$ cat src/rtl/tcpq_pkg.sv
// package for the two-class priority queue: sizes, command and status codes
// no dependencies
`timescale 1ns / 1ps
`default_nettype none
package tcpq_pkg;
  localparam int QUEUE_DEPTH = 16;
  localparam int TAG_BITS    = 16;
  localparam int IDX_W       = (QUEUE_DEPTH > 1) ? $clog2(QUEUE_DEPTH) : 1;
  localparam int CNT_W       = $clog2(QUEUE_DEPTH + 1);

  typedef enum logic [1:0] {
    CMD_ENQ    = 2'd0,
    CMD_SERVE  = 2'd1,
    CMD_CANCEL = 2'd2,
    CMD_NONE   = 2'd3
  } cmd_t;

  typedef enum logic [2:0] {
    ST_ENQUEUED  = 3'd0,
    ST_SERVED    = 3'd1,
    ST_CANCELLED = 3'd2,
    ST_NOT_FOUND = 3'd3,
    ST_EMPTY     = 3'd4,
    ST_FULL      = 3'd5
  } status_t;

  // commands from the control to one queue
  typedef struct packed {
    logic                push;
    logic [TAG_BITS-1:0] push_tag;
    logic                scan;      // find, remove first match, compact
    logic                pop;       // remove head, compact
    logic [TAG_BITS-1:0] key;
  } qctl_t;

  typedef struct packed {
    logic                done;
    logic                found;
    logic [TAG_BITS-1:0] head;
  } qsts_t;
endpackage
`default_nettype wire

$ cat src/rtl/two_class_priority_queue_with_cancel.sv
// top level: command handshake, tag counter, two tag queues
// depends on tcpq_pkg, tcpq_fifo
`timescale 1ns / 1ps
`default_nettype none
// channel | signals                                      | handshake
// command | start, command, preferred, cancel_tag         | start & !busy & command != CMD_NONE
// result  | strobe, status, tag_out, hit_preferred,       | strobe, one cycle
//         | hit_normal                                   |
// enqueue and a serve of two empty queues go from acceptance straight to T_OUT with the result strobe.
// serve walks one queue memory a slot a cycle; cancel walks both, the preferred queue
// first and then the normal one.
// busy is high from acceptance until the result strobe.
// reset is synchronous and empties both queues and clears the tag counter.
// the result receiver cannot stall.
module two_class_priority_queue_with_cancel import tcpq_pkg::*; (
  input  wire logic                clk,
  input  wire logic                rst,
  input  wire logic                start,
  output logic                     busy,
  input  wire logic [1:0]          command,
  input  wire logic                preferred,
  input  wire logic [15:0]         cancel_tag,
  output logic                     strobe,
  output logic [2:0]               status,
  output logic [15:0]              tag_out,
  output logic                     hit_preferred,
  output logic                     hit_normal
);
  typedef enum logic [4:0] {
    T_IDLE = 5'b00001,
    T_PQ   = 5'b00010,
    T_NQ   = 5'b00100,
    T_WAIT = 5'b01000,
    T_OUT  = 5'b10000
  } tstate_t;

  tstate_t             state;
  qctl_t               pctl, nctl;
  qsts_t               psts, nsts;
  logic [CNT_W-1:0]    pcnt, ncnt;
  logic [TAG_BITS-1:0] last_tag, next_tag, ctag;
  cmd_t                cmd;
  logic                hp;
  logic                accept;

  tcpq_fifo u_pq (.clk(clk), .rst(rst), .ctl(pctl), .count(pcnt), .sts(psts));
  tcpq_fifo u_nq (.clk(clk), .rst(rst), .ctl(nctl), .count(ncnt), .sts(nsts));

  assign accept = start && !busy && (command != CMD_NONE);
  assign busy   = (state != T_IDLE);
  assign next_tag = (last_tag + TAG_BITS'(1) == '0) ? TAG_BITS'(1)
                                                     : last_tag + TAG_BITS'(1);

  always_comb begin
    pctl = '0;
    nctl = '0;
    pctl.key = ctag;
    nctl.key = ctag;
    pctl.push_tag = next_tag;
    nctl.push_tag = next_tag;
    if (state == T_PQ) begin
      if (cmd == CMD_CANCEL) pctl.scan = 1'b1;
      else pctl.pop = 1'b1;
    end
    if (state == T_NQ) begin
      if (cmd == CMD_CANCEL) nctl.scan = 1'b1;
      else nctl.pop = 1'b1;
    end
    if (accept && command == CMD_ENQ) begin
      if (preferred && pcnt < CNT_W'(QUEUE_DEPTH)) pctl.push = 1'b1;
      if (!preferred && ncnt < CNT_W'(QUEUE_DEPTH)) nctl.push = 1'b1;
    end
  end

  always_ff @(posedge clk) begin
    if (rst) begin
      state    <= T_IDLE;
      last_tag <= '0;
      strobe   <= 1'b0;
    end else begin
      strobe <= 1'b0;
      unique case (state)
        T_IDLE: if (accept) begin
          cmd  <= cmd_t'(command);
          ctag <= TAG_BITS'(cancel_tag);
          hp   <= 1'b0;
          priority case (cmd_t'(command))
            CMD_ENQ: begin
              strobe        <= 1'b1;
              hit_preferred <= preferred;
              hit_normal    <= !preferred;
              state         <= T_OUT;
              if ((preferred ? pcnt : ncnt) >= CNT_W'(QUEUE_DEPTH)) begin
                status  <= ST_FULL;
                tag_out <= '0;
              end else begin
                status   <= ST_ENQUEUED;
                tag_out  <= 16'(next_tag);
                last_tag <= next_tag;
              end
            end
            CMD_SERVE: begin
              if (pcnt != '0) state <= T_PQ;
              else if (ncnt != '0) state <= T_NQ;
              else begin
                strobe <= 1'b1; status <= ST_EMPTY; tag_out <= '0;
                hit_preferred <= 1'b0; hit_normal <= 1'b0;
                state <= T_OUT;
              end
            end
            default: state <= T_PQ;
          endcase
        end
        T_PQ: state <= T_WAIT;
        T_NQ: state <= T_WAIT;
        T_WAIT: begin
          if (psts.done) begin
            if (cmd == CMD_CANCEL) begin
              hp    <= psts.found;
              state <= T_NQ;
            end else begin
              strobe <= 1'b1; status <= ST_SERVED; tag_out <= 16'(psts.head);
              hit_preferred <= 1'b1; hit_normal <= 1'b0;
              state <= T_OUT;
            end
          end else if (nsts.done) begin
            strobe <= 1'b1;
            state  <= T_OUT;
            if (cmd == CMD_CANCEL) begin
              hit_preferred <= hp;
              hit_normal    <= nsts.found;
              if (hp || nsts.found) begin
                status <= ST_CANCELLED; tag_out <= 16'(ctag);
              end else begin
                status <= ST_NOT_FOUND; tag_out <= '0;
                hit_preferred <= 1'b0;
              end
            end else begin
              status <= ST_SERVED; tag_out <= 16'(nsts.head);
              hit_preferred <= 1'b0; hit_normal <= 1'b1;
            end
          end
        end
        T_OUT: state <= T_IDLE;
        default: state <= T_IDLE;
      endcase
    end
  end

`ifndef NO_ASSERTIONS
  a_strobe_one: assert property (@(posedge clk) disable iff (rst)
    strobe |=> !strobe) else $error("strobe held");
  a_busy_out: assert property (@(posedge clk) disable iff (rst)
    strobe |-> busy) else $error("strobe while idle");
  a_cnt_p: assert property (@(posedge clk) disable iff (rst)
    pcnt <= CNT_W'(QUEUE_DEPTH)) else $error("preferred overflow");
  a_cnt_n: assert property (@(posedge clk) disable iff (rst)
    ncnt <= CNT_W'(QUEUE_DEPTH)) else $error("normal overflow");
`endif
endmodule
`default_nettype wire

$ cat src/rtl/tcpq_fifo.sv
// one tag queue: memory with head at slot 0, compaction by read-shift-write
// depends on tcpq_pkg
`timescale 1ns / 1ps
`default_nettype none
module tcpq_fifo import tcpq_pkg::*; (
  input  wire logic              clk,
  input  wire logic              rst,
  input  wire qctl_t             ctl,
  output logic [CNT_W-1:0]       count,
  output qsts_t                  sts
);
  typedef enum logic [3:0] {
    S_IDLE  = 4'b0001,
    S_FIND  = 4'b0010,
    S_SHIFT = 4'b0100,
    S_DONE  = 4'b1000
  } fstate_t;

  logic [TAG_BITS-1:0] mem [QUEUE_DEPTH];
  logic [TAG_BITS-1:0] rdata;
  logic [IDX_W-1:0]    raddr;
  logic                we;
  logic [IDX_W-1:0]    waddr;
  logic [TAG_BITS-1:0] wdata;

  fstate_t             state, state_next;
  logic [CNT_W-1:0]    pos, pos_next;      // index whose data is in rdata in S_FIND; the slot written in S_SHIFT
  logic [CNT_W-1:0]    count_next;
  logic                found, found_next;
  logic                pop_mode;
  logic [TAG_BITS-1:0] key;
  logic [TAG_BITS-1:0] head_q;
  logic                hit;
  logic                last;

  always_ff @(posedge clk) begin
    if (we) mem[waddr] <= wdata;
    rdata <= mem[raddr];
  end

  // a pop matches the head unconditionally
  assign hit  = pop_mode || (rdata == key);
  assign last = (pos + CNT_W'(1) >= count);

  always_comb begin
    state_next = state;
    pos_next   = pos;
    count_next = count;
    found_next = found;
    raddr      = '0;
    we         = 1'b0;
    waddr      = pos[IDX_W-1:0];
    wdata      = ctl.push_tag;
    unique case (state)
      S_IDLE: begin
        if (ctl.push) begin
          we         = 1'b1;
          waddr      = count[IDX_W-1:0];
          count_next = count + CNT_W'(1);
        end else if (ctl.scan || ctl.pop) begin
          // slot 0 is read here
          found_next = 1'b0;
          pos_next   = '0;
          state_next = (count == '0) ? S_DONE : S_FIND;
        end
      end
      S_FIND: begin
        // rdata holds slot pos
        if (hit) begin
          found_next = 1'b1;
          if (last) begin
            count_next = count - CNT_W'(1);
            state_next = S_DONE;
          end else begin
            raddr      = IDX_W'(pos + CNT_W'(1));
            state_next = S_SHIFT;
          end
        end else if (last) begin
          state_next = S_DONE;
        end else begin
          pos_next = pos + CNT_W'(1);
          raddr    = IDX_W'(pos + CNT_W'(1));
        end
      end
      S_SHIFT: begin
        // rdata holds slot pos+1, moved down into slot pos
        we       = 1'b1;
        wdata    = rdata;
        pos_next = pos + CNT_W'(1);
        if (pos + CNT_W'(2) >= count) begin
          count_next = count - CNT_W'(1);
          state_next = S_DONE;
        end else begin
          raddr = IDX_W'(pos + CNT_W'(2));
        end
      end
      S_DONE: state_next = S_IDLE;
      default: state_next = S_IDLE;
    endcase
  end

  always_ff @(posedge clk) begin
    if (rst) begin
      state    <= S_IDLE;
      count    <= '0;
      found    <= 1'b0;
      pos      <= '0;
      pop_mode <= 1'b0;
    end else begin
      state <= state_next;
      count <= count_next;
      found <= found_next;
      pos   <= pos_next;
      if (state == S_IDLE && !ctl.push && (ctl.scan || ctl.pop)) pop_mode <= ctl.pop;
    end
  end

  always_ff @(posedge clk) begin
    if (state == S_IDLE && ctl.scan) key <= ctl.key;
    if (state == S_FIND && pop_mode) head_q <= rdata;
  end

  assign sts = {state == S_DONE, found, head_q};
endmodule
`default_nettype wire
$ cat config.mk
export PLATFORM = sky130hd
export DESIGN_NAME = two_class_priority_queue_with_cancel
export DESIGN_NICKNAME = d
export VERILOG_FILES = /design/src/rtl/tcpq_pkg.sv /design/src/rtl/two_class_priority_queue_with_cancel.sv /design/src/rtl/tcpq_fifo.sv
export SDC_FILE = /design/constraint.sdc
export NUM_CORES = 1
export LEC_CHECK = 0
export BUFFER_PORTS_ARGS = -buffer_cell sky130_fd_sc_hd__buf_2
export CAP_MARGIN = 20
export CORE_UTILIZATION = 35
export DETAILED_ROUTE_END_ITERATION = 8
export GPL_TIMING_DRIVEN = 0
export PLACE_DENSITY = 0.52
export SYNTH_ARGS = -nofsm -noshare
export SYNTH_HDL_FRONTEND = slang
export SYNTH_SLANG_ARGS = --single-unit
$ cat constraint.sdc
create_clock -name clk -period 4.65 [get_ports clk]
set_input_delay 1.1625 -clock clk [delete_from_list [all_inputs] [get_ports clk]]
set_output_delay 1.1625 -clock clk [all_outputs]
set_load 0.03 [all_outputs]
==> results.md, run 1 <==
- DP HPWL: 54400 um
- Max-slew violation count: 0
- Most numerous cell in the Yosys netlist: edfxtp_1
- Final period util: 94.4%
- Hold EP: u_nq.head_q[5]
- Largest net degree at the start of global routing: 18
- Number of global-route vias before repair: 17300
- Fin crit period: 4.39 ns
- Ys flop type: edfxtp_1
- Seq cells post-synth: 702
- CTS root buffer: clkbuf_16
- # DRC: 0
- Layout cell share with drive strength beyond 1: 13.9%
- RePlAce Congestion: 0.827
- Total CTS buffers: 77
- Synth top cells by count: edfxtp_1 (616), mux2i_1 (181), nor2_1 (173)
- H-tree depth: 3
- Register-to-Register Path Depth: 9
- Status: completed
- Core Rows: 104
- CP arrival: 4.86 ns
- Mapped Avg Cell Area: 14.3 um2
- Pleak: 12.7 nW
- Hold Path Cell Cnt: 0
- WL/cell: 22.7 um
- First-pass GRT wire length: 111000 um
- CP bufs+invs: 1
- TritonCTS Sinks: 702
- CP required: 5.12 ns
- Max clock buf depth: 3
- Hold_sp: u_nq.rdata[5]
- # setup viols final: 0
- Slew @ Worst Pin: 1.18 ns
- Hold crit path type: reg2reg
- CP top delay family: simple AND/OR/NAND/NOR gates
- # IOs: 45
- Post-synth ARST share: 0%
- Placed Cells: 3163
- Critical path endpoint category: register
- Crit-path most repeated cell: nand4_1
- Fin Clk Skew: 0.0295 ns
- Die X: 289 um
- Crit path max fanout: 9
- Mapped Cells: 2008
- Total GRT Usage: 18.0%
- Worst Slack Setup Final: 0.258 ns
- Synth top area cells: edfxtp_1 (64%), mux2i_1 (6.3%), dfxtp_1 (6.0%), nor2_1 (2.3%), a211oi_1 (2.0%)
- Port bufs: 43
- Worst R2R Start: last_tag[0]
- Vias: 17300
- Power per Cell Area: 392 nW/um2
- Cts-stage hold buffer count: 0
- Worst VDD drop: 267 uV
- Unique cell type count in the Yosys netlist: 69
- Pwr Total: 13.2 mW
- Placement Setup Slack: 0.0821 ns
- Die Y: 289 um
- CP max stage delay: 0.73 ns
- Total core area: 80900 um2
- Mapped Area: 28800 um2
- R2R Path End: u_nq.mem[8][0]
- Drt first pass iters: 5
- Vias/cell: 5.21
- Total gr overflow: 0
- Worst hold slack: 0.477 ns
- Setup crit start kind: register
- Die area: 83300 um2
- Yosys top cell area share: 64.3%
- Crit Path Class: reg2reg
- Non-Filler Instances: 3322
- Layout area overhead: 17.0%
- TritonCTS clock tree: done
- Max-Slew Margin vs Limit: 20.9%
- Antenna Nets Post-Route: 0
- Worst-path clk slew: 0.06 ns
- Post-layout util: 41.6%
- Cell taking the most area after synthesis: edfxtp_1
- Worst-Skew Late Latency: 0.63 ns
- Final net count: 2253
- Cell Chain, Critical Path: ha_1, nand3_1, nor4_1, nand4_1, xor2_1, nand4_1, o41a_1, a21oi_1, buf_4
- Ys Warns: 0
- Drt total wl: 75300 um
- Starting density of the core: 35.5%
- F_max: 228 MHz
- Post-synth EDFFs: 616
- Register area share after synthesis: 70.3%
- Starting DRT DRC Count: 1237
- Slowest-stage cell, CP: a21oi_1
- Max cap viols: 0
- Reg2Reg Setup Slack: 0.26 ns
- Post-Syn Nets: 2063
- Antenna violations before repair: 1
- Final Hold Viols: 0
- RSZ-0062 raised after global routing: no
[area by class of cell]
type | instances | area [um2]
clock buffers | 103 | 2120
clock inverters | 39 | 370
fillers | 7477 | 47300
plain buffers | 101 | 459
inverters | 28 | 105
diodes | 1 | 2.50
flip-flops and latches | 702 | 20200
multi-input cells | 1177 | 8080
repair buffers | 111 | 946
well taps | 1060 | 1330
[worst reg2reg max path, stage by stage (launching register included)]
cell and delay (ns):
dfxtp_1 0.45, ha_1 0.28, nand3_1 0.25, nor4_1 0.67, nand4_1 0.19, xor2_1 0.67, nand4_1 0.24, o41a_1 0.47
a21oi_1 0.73, buf_4 0.30
[per-layer routing]
metal  wire length [um]  up-vias  part of all wire (%)  GRT usage, %
met5                  0        -                     0             0
met4               1930        0                   2.6          5.88
met3               2620      116                   3.5          2.15
met2              38600      357                    51          32.1
met1              32200     8713                    43          22.7
li1                   -     8130                     -             -
[timing repair]
| item | 4_1_cts | 5_1_grt |
|---|---|---|
| hold endpoints to repair | 0 | 0 |
| buffers inserted | 0 | 2 |
| endpoints found under the setup margin | 0 | 26 |
| resized for setup | 0 | 6 |
[kinds of logic after synthesis]
family	share of synthesized area [%]
muxes	6.35
adders and majority gates	1.49
xor gates and xnor gates	2.31
buffers and inverters	1.95
AOI/OAI and AO/OA	9.71
DFF	70.3
and+or+nand+nor	7.87
[layout by cell type (no fill, tap or decap), types with 28 or more instances in the layout]
cell,instances
o22ai_1,56
buf_4,38
ha_1,31
inv_1,28
clkbuf_1,81
o21ai_0,40
nor2b_1,35
edfxtp_1,616
nor2_1,142
buf_2,69
a211oi_1,75
a21oi_1,78
xor2_1,43
mux2i_1,181
dfxtp_1,86
a31oi_1,33
clkbuf_16,79
nand2_1,130
nor2_2,32
xnor2_1,32
[stage by stage]
step                      cell area, um2  setup TNS [ns]
after detailed placement           31000               0
after global routing               33600               0
after floorplan                    28800               0
after CTS                          33500               0
final                              33600               0
after global placement             30300         -249.60
[report_power, final]
part | switching, mW | leakage (nW) | internal, mW
clock | 2.46 | 1.21 | 3.54
sequential | 0.0381 | 6.66 | 6.84
combinational | 0.200 | 4.82 | 0.0886
[worst max-delay path by stage]
| stage | depth (start not counted) | end | slack (ns) | startpoint |
|---|---|---|---|---|
| finish | 9 | u_nq.mem[8][0] | 0.26 | last_tag[0] |
| global route | 14 | u_pq.rdata[5] | 0.02 | u_pq.pos[2] |
| CTS | 14 | u_nq.rdata[6] | 0.06 | u_nq.pos[1] |
| detailed placement | 5 | u_pq.mem[6][7] | 0.08 | command[1] |
| global placement | 5 | tag_out[5] | -1.79 | command[0] |
| floorplan | 4 | hit_normal | 0.66 | start |
[sequential cells by signal, indices dropped and copies added (netlist names), 2 cells and up]
signal       flops
cmd              2
ctag            16
last_tag        16
state            5
status           3
tag_out         16
u_nq.count       5
u_nq.head_q     16
u_nq.key        16
u_nq.mem       256
u_nq.pos         5
u_nq.rdata      16
u_nq.state       4
u_pq.count       5
u_pq.head_q     16
u_pq.key        16
u_pq.mem       256
u_pq.pos         5
u_pq.rdata      16
u_pq.state       4
Power figures use the tool's default switching activity.
==> run 2: changes to the inputs <==
- PLACE_DENSITY: 0.52 -> 0.47
==> run 2 against run 1 <==
Effect of this change:
- clock power up 11%
- routed wire length up 4.6%
- cell area up 1.2%
- maximum frequency about the same
- register-to-register slack about the same
- clock-buffer cell count down 9
- flip-flop and latch count unchanged
- first-iteration DRC count down 10%
- sequential power about the same
- critical path type unchanged
==> results.md, run 2 (synthesized netlist as in run 1, its figures left out) <==
- Number of global-route vias before repair: 17100
- DP HPWL: 56500 um
- # setup viols final: 0
- Crit Path Class: reg2reg
- F_max: 228 MHz
- Final net count: 2250
- Total core area: 80900 um2
- Pleak: 12.8 nW
- Total gr overflow: 0
- Final Hold Viols: 0
- RSZ-0062 raised after global routing: no
- Layout cell share with drive strength beyond 1: 15.2%
- Max clock buf depth: 3
- Drt total wl: 78800 um
- H-tree depth: 3
- Critical path endpoint category: register
- RePlAce Congestion: 0.861
- Worst hold slack: 0.473 ns
- Setup TNS: 0 ns
- Total GRT Usage: 18.9%
- Commonest cells after routing, fill and taps aside: edfxtp_1 (616), mux2i_1 (181), nor2_1 (139), nand2_1 (130), dfxtp_1 (86)
- Slew @ Worst Pin: 1.11 ns
- Largest net degree at the start of global routing: 18
- Max-Slew Margin vs Limit: 25.8%
- First-pass GRT wire length: 115000 um
- TritonCTS clock tree: done
- Antenna Nets Post-Route: 0
- Cts-stage hold buffer count: 0
- WL/cell: 23.7 um
- Antenna cells: 0
- Status: completed
- Vias/cell: 5.22
- Worst VDD drop: 274 uV
- CP arrival: 4.96 ns
- Starting density of the core: 35.5%
- Antenna violations before repair: 1
- Die area: 83300 um2
- # DRC: 0
- Worst-path clk slew: 0.06 ns
- Max cap viols: 0
- Layout area overhead: 18.3%
- Fin crit period: 4.39 ns
- Crit path max fanout: 10
- Drt first pass iters: 5
- Hold crit path type: reg2reg
- Die X: 289 um
- Top flop regs: u_nq.mem (256), u_pq.mem (256)
- Max-slew violation count: 0
- Die Y: 289 um
- TritonCTS Sinks: 702
- Worst-Skew Late Latency: 0.64 ns
- Core Rows: 104
- Final period util: 94.4%
- CP required: 5.22 ns
- Starting DRT DRC Count: 1109
- Power per Cell Area: 407 nW/um2
- Total CTS buffers: 80
- Port bufs: 43
- Fin Clk Skew: 0.0238 ns
- Placement Setup Slack: -0.204 ns
- # IOs: 45
- Worst Slack Setup Final: 0.259 ns
- CTS root buffer: clkbuf_16
- Setup crit start kind: register
- Commonest non-fill, non-tap cell in the layout: edfxtp_1
- Vias: 17300
run 2: timing repair:
item                       CTS  global route
gates resized for setup      2            14
setup buffers                0             2
setup endpoints to repair   14            46
run 2: path summary, 6_finish.rpt:
check,from,cells after the start,slack [ns],endpoint
min,ctag[9],0,0.47,u_pq.key[9]
max,u_pq.pos[1],12,0.26,u_pq.rdata[3]
max reg2reg,u_pq.pos[1],12,0.26,u_pq.rdata[3]
min reg2reg,ctag[9],0,0.47,u_pq.key[9]
run 2: layout make-up:
type | count | area, um2
Sequential cell | 702 | 20200
Tap cell | 1060 | 1330
Inverter | 28 | 105
Clock inverter | 52 | 724
Timing Repair Buffer | 105 | 937
Multi-Input combinational cell | 1177 | 8150
Clock buffer | 94 | 2090
Buffer | 101 | 464
Fill cell | 7419 | 46900
run 2: power by group:
part           internal, mW  switching (mW)  total (mW)  leakage (nW)
clock                  4.04            2.65        6.70          1.35
sequential             6.84          0.0404        6.88          6.66
combinational        0.0860           0.201       0.287          4.82
total                  11.0            2.90        13.9          12.8
run 2: metal layers:
metal	GRT usage (%)	up-vias	part of all wire, %
li1	-	8145	-
met1	24.5	8703	44
met2	32.6	370	50
met3	2.70	109	3.7
met4	6.08	0	2.7
met5	0	-	0
run 2: per-stage QoR:
stage	util (%)	cells	instance area, um2	power [mW]
after global placement	37.4	3111	30300	7.28
final	42.0	3319	34000	13.9
after CTS	41.9	3310	33900	14.0
after floorplan	-	2008	28800	7.16
after global routing	42.0	3319	34000	14.2
after detailed placement	38.4	3164	31100	7.30
run 2: critical path, cell delays in order, from the launching register on:
cell and delay (ns):
dfxtp_1 0.50, ha_1 0.30, xor2_1 0.25, ha_1 0.29, a21o_1 0.18, a31oi_1 0.38
a21oi_2 0.21, o21ai_0 0.69, nand2_1 0.43, clkbuf_2 0.33, o22ai_1 0.37, a21oi_1 0.24
nand2_1 0.15
==> run 3: changes to the inputs <==
- ABC_AREA: not set -> 1
==> run 3 against run 2 <==
Effect of this change:
- cell area is 8.7% higher
- synthesized cell count is 56% higher
- flip-flop and latch count stayed put
- critical path type is now in2reg
- highest routed layer unchanged
==> results.md, run 3 <==
- Total GRT Usage: 21.8%
- Post-synth EDFFs: 616
- Mapped Area: 31600 um2
- Met1 Usage GRT: 30.6%
- Die Y: 302 um
- Final net count: 3376
- Layout cell share with drive strength beyond 1: 11.5%
- Ys flop type: edfxtp_1
- Mapped Cells: 3137
- Unique cell type count in the Yosys netlist: 44
- Worst-path clk slew: 0.06 ns
- Drt first pass iters: 6
- Crit-path most repeated cell: nor2_1
- Largest net degree at the start of global routing: 17
- Setup crit start kind: input pin
- Die X: 302 um
- Crit path max fanout: 9
- Cts-stage hold buffer count: 0
- Most used routing layer: met2
- Crit Path Class: in2reg
- Vias/cell: 5.04
- CP required: 4.98 ns
- Antenna Nets Post-Route: 0
- Ys Warns: 0
- # IOs: 45
- Final period util: 88.0%
- Cts repair resizes: 0
- Commonest non-fill, non-tap cell in the layout: nand2_1
- Crit path from: command[1]
- Seq cells post-synth: 702
- Vias: 23000
- Register-to-Register Path Depth: 16
- Cell Chain, Critical Path: buf_2, nor2_1, inv_1, nor2_2, nand3_2, o21ai_0, nand2_1, nor2_1, buf_6
- Worst hold slack: 0.446 ns
- Final Hold Viols: 0
- Synth top cells by count: nand2_1 (621), edfxtp_1 (616), inv_1 (560)
- Starting DRT DRC Count: 2067
- Slowest-stage cell, CP: o21ai_0
- TritonCTS clock tree: done
- Fin crit period: 4.09 ns
- Synth top area cells: edfxtp_1 (59%), nand3_1 (8.8%), nand2_1 (7.4%), inv_1 (6.7%), dfxtp_1 (5.4%)
- Commonest cells after routing, fill and taps aside: nand2_1 (621), edfxtp_1 (616), inv_1 (560), nand3_1 (555), buf_2 (110)
- Mapped Avg Cell Area: 10.1 um2
- Slew @ Worst Pin: 1.09 ns
- R2R Path End: u_pq.rdata[7]
- TritonCTS Sinks: 702
- # DRC: 0
- Number of global-route vias before repair: 22100
- Max-slew violation count: 0
- Worst R2R Start: u_pq.pos[2]
- Met2 GRT Util: 34.1%
- Yosys top cell area share: 58.5%
- Placed Cells: 4404
- Fill cell count: 8529
- Pleak: 15.3 nW
- Worst VDD drop: 219 uV
- Die area: 91500 um2
- Starting density of the core: 35.5%
- Max cap viols: 0
- Post-layout util: 41.6%
- Antenna violations before repair: 7
- Hold crit path type: reg2reg
- CP max stage delay: 0.91 ns
- DP HPWL: 73100 um
- Non-Filler Instances: 4554
- Most numerous cell in the Yosys netlist: nand2_1
- RePlAce Congestion: 0.932
- Post-synth ARST share: 0%
- Total CTS buffers: 80
- Fin Clk Skew: 0.0208 ns
- Max clock buf depth: 3
- Total core area: 88900 um2
- Total gr overflow: 0
- RSZ-0062 raised after global routing: no
- Core Rows: 109
- # setup viols final: 0
- H-tree depth: 3
- Drt total wl: 99500 um
- F_max: 244 MHz
- Worst-Skew Late Latency: 0.63 ns
- Post-Syn Nets: 3192
- CP Capture Point: u_pq.mem[12][1]
- Power per Cell Area: 430 nW/um2
- Post-CTS Setup Bufs: 0
- First-pass GRT wire length: 145000 um
- Layout area overhead: 17.1%
- Cell taking the most area after synthesis: edfxtp_1
- Max-Slew Margin vs Limit: 26.9%
- Top flop regs: u_nq.mem (256), u_pq.mem (256)
- Critical path endpoint category: register
- Status: completed
- Register area share after synthesis: 64.0%
- Port bufs: 44
- Met3 usage: 4.01%
- WL/cell: 21.8 um
- Reg2Reg Setup Slack: 0.56 ns
- CTS root buffer: clkbuf_16
- CP arrival: 4.43 ns
==> run 3: changes by cell type after synthesis, sizes merged, moves of 40 or more <==
cell,before,now
nand2,130,624
nand3,26,563
o22ai,56,9
nor2,174,134
nand3b,1,82
a211oi,76,2
inv,28,569
o21ai,44,91
mux2i,182,2
==> run 3: logic make-up after synthesis <==
family	share of synthesized area, %
AO/OA/AOI/OAI	3.36
buffers and inverters	8.67
adder cells (fa/ha/maj)	1.35
AND/OR/NAND/NOR	21.3
XOR/XNOR	1.22
multiplexers	0.0634
flip-flops	64.0
==> run 3: per-stage QoR <==
step,power (mW),instance area [um2],TNS (ns),worst slack (ns)
floorplan,8.71,31600,0,0.917
global placement,9.45,33300,-121.78,-0.494
detailed placement,9.60,34300,0,0.0387
CTS,16.0,37000,0,0.632
global route,16.5,37000,0,0.278
finish,15.9,37000,0,0.556
==> run 3: worst max-delay path, delay by kind of cell <==
kind                   cells  cell delay (ns)
buffers and inverters      3             0.50
and+or+nand+nor            5             1.85
AOI/OAI and AO/OA          1             0.91
==> run 3: metal layers <==
layer | vias up | wire length [um] | part of all wire [%]
li1 | 10800 | - | -
met1 | 11300 | 45100 | 45
met2 | 723 | 45000 | 45
met3 | 138 | 6890 | 6.9
met4 | 0 | 2500 | 2.5
met5 | - | 0 | 0
==> run 3: report_power, final <==
| part | internal, mW | switching, mW | total, mW |
|---|---|---|---|
| logic | 0.568 | 1.58 | 2.14 |
| registers | 7.19 | 0.147 | 7.34 |
| clock network | 3.80 | 2.63 | 6.43 |
==> run 3: final cells by class <==
| cell class | instances | area (um2) | share of cell area (%) |
|---|---|---|---|
| plain buffers | 137 | 604 | 1.63 |
| diodes | 3 | 7.51 | 0.0203 |
| clock inverters | 56 | 551 | 1.49 |
| flip-flops and latches | 702 | 20200 | 54.6 |
| inverters | 569 | 2140 | 5.77 |
| clock buffers | 91 | 2100 | 5.66 |
| multi-input cells | 1729 | 8840 | 23.9 |
| well taps | 1165 | 1460 | 3.94 |
| repair buffers | 102 | 1090 | 2.96 |
==> run 3: worst min path at each step <==
| stage | from | end | slack (ns) | cells after the start |
|---|---|---|---|---|
| floorplan | u_pq.rdata[5] | u_pq.head_q[5] | 0.41 | 0 |
| global placement | u_pq.rdata[5] | u_pq.head_q[5] | 0.43 | 0 |
| detailed placement | u_pq.rdata[6] | u_pq.head_q[6] | 0.43 | 0 |
| CTS | u_pq.rdata[5] | u_pq.head_q[5] | 0.44 | 0 |
| global route | u_pq.rdata[5] | u_pq.head_q[5] | 0.45 | 0 |
| finish | u_pq.rdata[6] | u_pq.head_q[6] | 0.45 | 0 |
